===== config.mk =====
export PLATFORM = sky130hd
export DESIGN_NAME = sau_recip_div
export DESIGN_NICKNAME = d
export VERILOG_FILES = /design/src/rtl/sigmoid_activation_unit_core_assert.svh /design/src/rtl/sau_pkg.sv /design/src/rtl/sau_recip_div.sv
export SDC_FILE = /design/constraint.sdc
export NUM_CORES = 2
export LEC_CHECK = 0
export ABC_AREA = 1
export BUFFER_PORTS_ARGS = -buffer_cell sky130_fd_sc_hd__buf_4
export CELL_PAD_IN_SITES_DETAIL_PLACEMENT = 1
export CELL_PAD_IN_SITES_GLOBAL_PLACEMENT = 2
export CORE_MARGIN = 3
export CORE_UTILIZATION = 40
export CTS_BUF_LIST = sky130_fd_sc_hd__clkbuf_4 sky130_fd_sc_hd__clkbuf_8
export CTS_CLUSTER_SIZE = 8
export DETAILED_ROUTE_END_ITERATION = 16
export PLACE_DENSITY_LB_ADDON = 0.1
export SYNTH_ARGS = -nofsm -noshare
export SYNTH_HDL_FRONTEND = slang
export SYNTH_SLANG_ARGS = --single-unit

===== constraint.sdc =====
create_clock -name aclk -period 5.15 [get_ports aclk]
set_input_delay 0.2575 -clock aclk [delete_from_list [all_inputs] [get_ports aclk]]
set_output_delay 0.2575 -clock aclk [all_outputs]
set_load 0.02 [all_outputs]

===== src/rtl/sigmoid_activation_unit_core_assert.svh =====
// ----------------------------------------------------------------------------
// Assertion macros for the sigmoid activation unit
// Concurrent checks clocked by aclk and disabled while aresetn is low.
// ----------------------------------------------------------------------------
`ifndef SIGMOID_ACTIVATION_UNIT_CORE_ASSERT_SVH
`define SIGMOID_ACTIVATION_UNIT_CORE_ASSERT_SVH

`ifndef SYNTHESIS
// same-cycle implication
`define SAU_ASSERT_IMP(lbl, ante, cons) \
    lbl: assert property (@(posedge aclk) disable iff (!aresetn) (ante) |-> (cons)) \
        else $error("sau assertion failed");
// next-cycle implication
`define SAU_ASSERT_NXT(lbl, ante, cons) \
    lbl: assert property (@(posedge aclk) disable iff (!aresetn) (ante) |=> (cons)) \
        else $error("sau assertion failed");
`else
`define SAU_ASSERT_IMP(lbl, ante, cons)
`define SAU_ASSERT_NXT(lbl, ante, cons)
`endif

`endif


===== src/rtl/sau_pkg.sv =====
// ----------------------------------------------------------------------------
// sau_pkg
// Constants, types and curve tables of the sigmoid activation unit.
// ----------------------------------------------------------------------------
package sau_pkg;

    localparam int IN_FRAC_BITS   = 8;
    localparam int OUT_FRAC_BITS  = 16;
    localparam int LUT_DEPTH      = 256;
    localparam int LOGI_SPAN_LOG2 = 4;

    localparam int X_W      = 16;
    localparam int U_W      = 2 * X_W;
    localparam int MAG_W    = U_W - 1;
    localparam int ACT_W    = OUT_FRAC_BITS + 1;
    localparam int OUT_TDATA_W = ((ACT_W + 7) / 8) * 8;

    localparam int LUT_AW   = $clog2(LUT_DEPTH) + 1;
    localparam int ROM_W    = 33;
    localparam int FRAC_W   = 16;
    localparam int PROD_W   = ROM_W + FRAC_W;
    localparam int LOOK_W   = ROM_W + 1;

    // reciprocal 2^(24+2F)/a, a > 2^(2F)
    localparam int QUOT_W        = 24;
    localparam int DIV_STEP_BITS = 2;
    localparam int DIV_STAGES    = QUOT_W / DIV_STEP_BITS;
    localparam int REM_W         = MAG_W;
    localparam logic [REM_W-1:0] RECIP_SEED = REM_W'(1) << (2 * IN_FRAC_BITS);

    localparam logic [MAG_W-1:0] ONE_IN   = MAG_W'(1) << (2 * IN_FRAC_BITS);
    localparam logic [ACT_W-1:0] ONE_OUT  = ACT_W'(1) << OUT_FRAC_BITS;
    localparam logic [ROM_W-1:0] ROM_ONE  = ROM_W'(1) << 32;
    localparam logic [ROM_W-1:0] ROM_HALF = ROM_W'(1) << 31;
    localparam logic [ROM_W-1:0] ROUND_BIAS = ROM_W'(1) << (31 - OUT_FRAC_BITS);
    localparam logic [LUT_AW-1:0] LUT_LAST = LUT_AW'(LUT_DEPTH);

    localparam logic [63:0] PI_Q28 = 64'd843314856;

    localparam int APB_AW      = 3;
    localparam int REG_SEL_BIT = 2;
    localparam int APB_DW      = 32;

    typedef enum logic [1:0] {
        CURVE_ATAN     = 2'd0,
        CURVE_LOGISTIC = 2'd1,
        CURVE_LINEAR   = 2'd2,
        CURVE_STEP     = 2'd3
    } curve_mode_t;

    typedef enum logic {
        REG_CURVE_MODE = 1'b0,
        REG_GAIN_ALPHA = 1'b1
    } reg_idx_t;

    localparam curve_mode_t       MODE_RESET  = CURVE_LOGISTIC;
    localparam logic signed [X_W-1:0] ALPHA_RESET = 16'sd256;

    typedef struct packed {
        logic             neg;
        logic [MAG_W-1:0] mag;
        logic [ACT_W-1:0] fixed_act;
    } sau_side_t;

    typedef logic [LUT_DEPTH:0][ROM_W-1:0] rom_t;

    // unsigned 64-bit restoring long division, used for table contents only
    function automatic logic [63:0] const_div(input logic [63:0] num, input logic [63:0] den);
        logic [64:0] rem;
        logic [63:0] quo;
        rem = '0;
        quo = '0;
        for (int b = 63; b >= 0; b--) begin
            rem = {rem[63:0], num[b]};
            if (rem >= {1'b0, den}) begin
                rem    = rem - {1'b0, den};
                quo[b] = 1'b1;
            end
        end
        return quo;
    endfunction

    function automatic logic [63:0] const_mod(input logic [63:0] num, input logic [63:0] den);
        return num - const_div(num, den) * den;
    endfunction

    // atan(k/D)/pi with 32 fraction bits, built from the arctan addition series
    function automatic rom_t build_atan_rom();
        rom_t        rom;
        logic [63:0] d;
        logic [63:0] kk;
        logic [63:0] m;
        logic [63:0] p1;
        logic [63:0] p3;
        logic [63:0] p5;
        logic [63:0] p7;
        logic [63:0] acc;
        rom = '0;
        d   = 64'(LUT_DEPTH);
        acc = '0;
        for (int k = 1; k <= LUT_DEPTH; k++) begin
            kk  = 64'(k);
            m   = d * d + kk * (kk - 64'd1);
            p1  = const_div(d << 48, m);
            p3  = const_div(const_div(p1 * d, m) * d, m);
            p5  = const_div(const_div(p3 * d, m) * d, m);
            p7  = const_div(const_div(p5 * d, m) * d, m);
            acc = acc + p1 - const_div(p3, 64'd3) + const_div(p5, 64'd5)
                  - const_div(p7, 64'd7);
            rom[k] = ROM_W'(const_div(acc << 12, PI_Q28));
        end
        return rom;
    endfunction

    // 1/(1+exp(-16k/D)) with 32 fraction bits
    function automatic rom_t build_logi_rom();
        rom_t        rom;
        logic [63:0] one;
        logic [63:0] s;
        logic [63:0] term;
        logic [63:0] e;
        logic [63:0] ek;
        logic [63:0] den;
        logic [63:0] big;
        logic [63:0] q;
        logic [63:0] r;
        rom  = '0;
        one  = 64'h1_0000_0000;
        big  = 64'h8000_0000_0000_0000;
        s    = const_div(64'd1 << (32 + LOGI_SPAN_LOG2), 64'(LUT_DEPTH));
        term = one;
        e    = one;
        for (int n = 1; n <= 16; n++) begin
            term = const_div((term * s) >> 32, 64'(n));
            if ((n & 1) != 0) begin
                e = e - term;
            end else begin
                e = e + term;
            end
        end
        ek = one;
        for (int k = 0; k <= LUT_DEPTH; k++) begin
            den    = one + ek;
            q      = const_div(big, den);
            r      = const_mod(big, den);
            rom[k] = ROM_W'(64'd2 * q + const_div(64'd2 * r, den));
            ek     = (ek * e) >> 32;
        end
        return rom;
    endfunction

    localparam rom_t ATAN_ROM = build_atan_rom();
    localparam rom_t LOGI_ROM = build_logi_rom();

endpackage


===== src/rtl/sau_recip_div.sv =====
// ----------------------------------------------------------------------------
// sau_recip_div
// Pipelined restoring divider for the arctan reciprocal, two quotient bits
// per stage; side data travels with each stage.
// ----------------------------------------------------------------------------
module sau_recip_div import sau_pkg::*; (
    input  logic              aclk,
    input  logic              aresetn,
    input  logic              en,
    input  logic              in_vld,
    input  sau_side_t         in_side,
    output logic              out_vld,
    output sau_side_t         out_side,
    output logic [QUOT_W-1:0] out_quot
);

    logic              vld_reg  [DIV_STAGES];
    sau_side_t         side_reg [DIV_STAGES];
    logic [REM_W-1:0]  rem_reg  [DIV_STAGES];
    logic [QUOT_W-1:0] quot_reg [DIV_STAGES];

    logic              vld_in   [DIV_STAGES];
    sau_side_t         side_in  [DIV_STAGES];
    logic [REM_W-1:0]  rem_in   [DIV_STAGES];
    logic [QUOT_W-1:0] quot_in  [DIV_STAGES];

    logic [REM_W-1:0]  rem_next  [DIV_STAGES];
    logic [QUOT_W-1:0] quot_next [DIV_STAGES];

    assign vld_in[0]  = in_vld;
    assign side_in[0] = in_side;
    assign rem_in[0]  = RECIP_SEED;
    assign quot_in[0] = '0;

    for (genvar g = 1; g < DIV_STAGES; g++) begin : g_link
        assign vld_in[g]  = vld_reg[g-1];
        assign side_in[g] = side_reg[g-1];
        assign rem_in[g]  = rem_reg[g-1];
        assign quot_in[g] = quot_reg[g-1];
    end

    always_comb begin : div_step
        logic [REM_W-1:0]  r;
        logic [REM_W:0]    trial;
        logic [QUOT_W-1:0] q;
        for (int s = 0; s < DIV_STAGES; s++) begin
            r = rem_in[s];
            q = quot_in[s];
            for (int b = 0; b < DIV_STEP_BITS; b++) begin
                trial = {r, 1'b0};
                if (trial >= {1'b0, side_in[s].mag}) begin
                    r = REM_W'(trial - {1'b0, side_in[s].mag});
                    q = {q[QUOT_W-2:0], 1'b1};
                end else begin
                    r = trial[REM_W-1:0];
                    q = {q[QUOT_W-2:0], 1'b0};
                end
            end
            rem_next[s]  = r;
            quot_next[s] = q;
        end
    end

    always_ff @(posedge aclk) begin
        if (!aresetn) begin
            for (int s = 0; s < DIV_STAGES; s++) begin
                vld_reg[s] <= 1'b0;
            end
        end else if (en) begin
            for (int s = 0; s < DIV_STAGES; s++) begin
                vld_reg[s] <= vld_in[s];
            end
        end
    end

    always_ff @(posedge aclk) begin
        if (en) begin
            for (int s = 0; s < DIV_STAGES; s++) begin
                side_reg[s] <= side_in[s];
                rem_reg[s]  <= rem_next[s];
                quot_reg[s] <= quot_next[s];
            end
        end
    end

    assign out_vld  = vld_reg[DIV_STAGES-1];
    assign out_side = side_reg[DIV_STAGES-1];
    assign out_quot = quot_reg[DIV_STAGES-1];

endmodule


==> summary by stage <==
Min path
For hold timing, the worst endpoint is side_reg[0][2]. The start point of the worst hold path is in_side[2]. The kind of path behind the tightest hold check is in2reg.

Along the worst hold path, the cell count comes to 2.

Synthesis
After synthesis, flip-flops and latches occupy 40.0% of the total area. The dominant register cell in the synthesized netlist is edfxtp_1. Each instance of the synthesized netlist takes up on average 7.92 um^2. The number of instances in the synthesized netlist is 10400. The synthesized netlist net count is 11200. Of all flip-flops after synthesis, the portion carrying an async set or reset was 0%. Summed over all instances, the cell type with the most area after synthesis is edfxtp_1. The number of flops mapped to enable cells by yosys is about 1100. The most repeated cell in the gate-level netlist after synthesis is nand2_1. The cell area that synthesis handed to floorplanning was 0.0823 mm^2. Counting instances in the post-synthesis netlist gives the leading cell types as nand2_1, inv_1, edfxtp_1, nor2_1, a21oi_1. By area the synthesized netlist is led by edfxtp_1, nand2_1, ha_1.

The post-synthesis sequential element count is between 1000 and 1500. Synthesis instantiated 61 different standard cells from the library. The number of warning messages in the yosys log is 0. After synthesis, the largest area contributor takes up 40.0% of total cell area.

STA
At the pin with the least slew margin, the transition time is 0.910 ns. The minimum period implied by the final worst setup slack is 4.89 ns. The hold violation total from the final report is 0. The count of pins over their slew limit is 0. Derived from the worst setup path, the maximum achievable clock frequency is roughly 200 MHz. The worst clock skew is 0.0747 ns.

The final setup violation count is 0. The relative max-transition margin is 38.7%. The final clock period utilization by the worst path is 95.0%.

Critical path
The arrival time of data at the critical path endpoint is ~5.6 ns. Setup slack on the worst reg-to-reg path comes out at around 0.26 ns. The kind of critical path is reg2reg. Of all nets on the critical path, the largest fanout is 23. The slowest stage of the critical path belongs to the cell edfxtp_1. The worst setup path is captured at a flop. The delay contributed by the slowest stage of the critical path is 0.46 ns. The required time of the worst setup path is 5.82 ns.

The dominant cell type by count on the critical path is nand2_1. The source of the worst register-to-register timing path is side_reg[2][93]. STA classifies the critical path startpoint as a flop. For the worst flop-to-flop path, the logic depth is 29. The endpoint identified for the worst register-to-register timing path is rem_reg[10][6].

Global route
The number of antenna violations at the first check in global routing came to 4. The first global-routing pass estimated 471 mm of wire. For this run the aggregate overflow at the end of global routing stands at 0.

The overall track demand over capacity in global routing is ~29%. The largest net degree at the start of global routing is 153. The number of global-route vias before repair is a little under 80000.

Finish
The number of flip-flops in the largest register is between 500 and 600. The fraction of layout cells with a size suffix above 1 is a little over a tenth. Compared with the post-synthesis result, the final layout area differs by 16.0%.

After routing the design area is 0.0955 mm^2. For this run, the post-layout net count is between 10000 and 15000.

Drt
For this run, design rule violations remaining after detail routing come to 0. Before antenna repair, the detailed router went through 5 iterations. The residual antenna-violating net count after detailed routing is 0. The detailed router finished its first iteration with about 5000 violations. Wires add up to 314 mm. The wire length per cell is around 22 um. Dividing the detail-routed via count by the number of cells gives 5.36. Detailed routing inserted a total of around 75000 vias.

Clocking
The CTS buffer count is 205. Clock tree synthesis selected as its root buffer the cell clkbuf_8. The clock latency reported for the late side of the worst-skew pair is 1.00 ns. The number of buffers between clock root and the deepest sink is 3.

After clock tree synthesis, the clock-pin slew on the worst setup and hold paths is 0.07 ns. Clock tree synthesis found a total of 1097 sinks. The TritonCTS clock tree is done. The count of H-tree levels built during CTS is 4.

Status
The run finished with clean final reports.

Job
Across the run, the number of max-cap violations was 0.

Placement
The sum of net half-perimeters after detailed placement is 255 mm. In this run the tool buffered the top-level ports with 126 buffer cells. The global placer's final weighted congestion is 0.932. In this run the cell area measured after placement is 0.0891 mm^2.

Floorplan
Once the floorplan was initialized, standard cells occupied 40.5% of the core. After floorplanning, the core was sized to cover 0.203 mm^2. The area of the die is 0.211 mm^2. The die outline width is 460 um. The die extent in y is 460 um. The number of primary I/O pins is 127. The number of placement rows is roughly 170.
-- cells by family (layout without fill, tap and decap cells) --
logic type / Yosys count / after routing / share of synthesized area (%)
and+or+nand+nor: 4795 / 4795 / 24.1
AOI/OAI and AO/OA: 1903 / 1903 / 12.9
buffers and inverters: 1378 / 2284 / 6.70
DFF: 1097 / 1097 / 40.0
adders and majority gates: 713 / 713 / 10.9
xor gates and xnor gates: 506 / 506 / 5.39
other: 0 / 7 / 0
-- layer usage --
layer / vias up / GRT usage (%) / share of wire [%]
met1: 36500 / 40.9 / 48
li1: 36500 / - / -
met2: 1561 / 47.1 / 46
met5: - / 0 / 0
met4: 0 / 7.61 / 2.5
met3: 390 / 3.07 / 4.1
-- area by class of cell --
| cell class | count | area, um^2 |
|---|---|---|
| fill | 24800 | 108000 |
| timing repair buffer | 660 | 5720 |
| multi-input combinational | 7917 | 44300 |
| clock buffer | 259 | 3230 |
| sequential | 1097 | 32900 |
| antenna | 7 | 17.5 |
| tap | 2672 | 3340 |
| inverter | 1249 | 4720 |
| clock inverter | 116 | 1220 |
-- critical path: cells and delay by family, from the launching register on --
kind | cells | cell delay [ns]
simple gates | 18 | 2.12
flops | 1 | 0.46
buf+inv | 7 | 1.02
fa+ha+maj | 2 | 0.76
compound gates | 2 | 0.19
-- cells in the final DEF, fill, tap and decap left out, types with 34 or more instances in the layout --
master	synthesis	final
or2_2	66	66
o21ai_0	480	463
ha_1	702	690
inv_1	1215	1208
clkbuf_4	0	54
xor2_1	259	259
clkbuf_8	0	205
o21ai_2	26	38
nor3_1	135	123
nand4_1	102	102
xnor2_1	246	246
a31oi_1	41	38
nor2_1	928	915
buf_4	45	524
o21ai_1	181	185
a21oi_2	13	39
buf_12	0	34
o21a_1	45	44
o21bai_1	105	104
edfxtp_1	1096	1096
clkinv_1	1	43
a21oi_1	823	795
dlygate4sd3_1	0	89
nand2_1	2945	2943
a21o_1	95	95
nand3_1	464	463
-- what timing repair did --
action | 4_1_cts | 5_1_grt
pin swaps | 0 | 19
setup buffers | 1 | 50
gates resized for setup | 11 | 147
gates cloned | 0 | 4
hold buffers | 89 | 0
endpoints found under the hold margin | 175 | 0
endpoints found under the setup margin | 95 | 317
-- how the worst max path moves through the flow --
stage                      from             end  cells after the start
2_1_floorplan  side_reg[1][164]   rem_reg[8][7]                     28
6_report        side_reg[2][93]  rem_reg[10][6]                     29
3_5_place_dp    side_reg[1][79]  rem_reg[6][29]                     25
5_1_grt         side_reg[1][68]  rem_reg[6][25]                     27
4_1_cts         side_reg[1][44]  rem_reg[5][18]                     26
3_3_place_gp    side_reg[1][79]  rem_reg[6][28]                     25
-- through the flow --
stage	utilization [%]	setup TNS (ns)	worst slack (ns)	hold WS [ns]	std cells
3_5_place_dp	43.8	-14.77	-0.528	0.405	13500
4_1_cts	46.5	0	0.00398	0.00295	13900
5_1_grt	47.0	-0.736	-0.0712	0.0191	14000
6_report	47.0	0	0.256	0.0899	14000
2_1_floorplan	-	0	1.20	0.356	10400
3_3_place_gp	43.8	-11.47	-0.443	0.400	13500
Power is left out: the tool's default activity adds up to more than one toggle a clock period on the data nets, which glitch-free logic cannot reach.
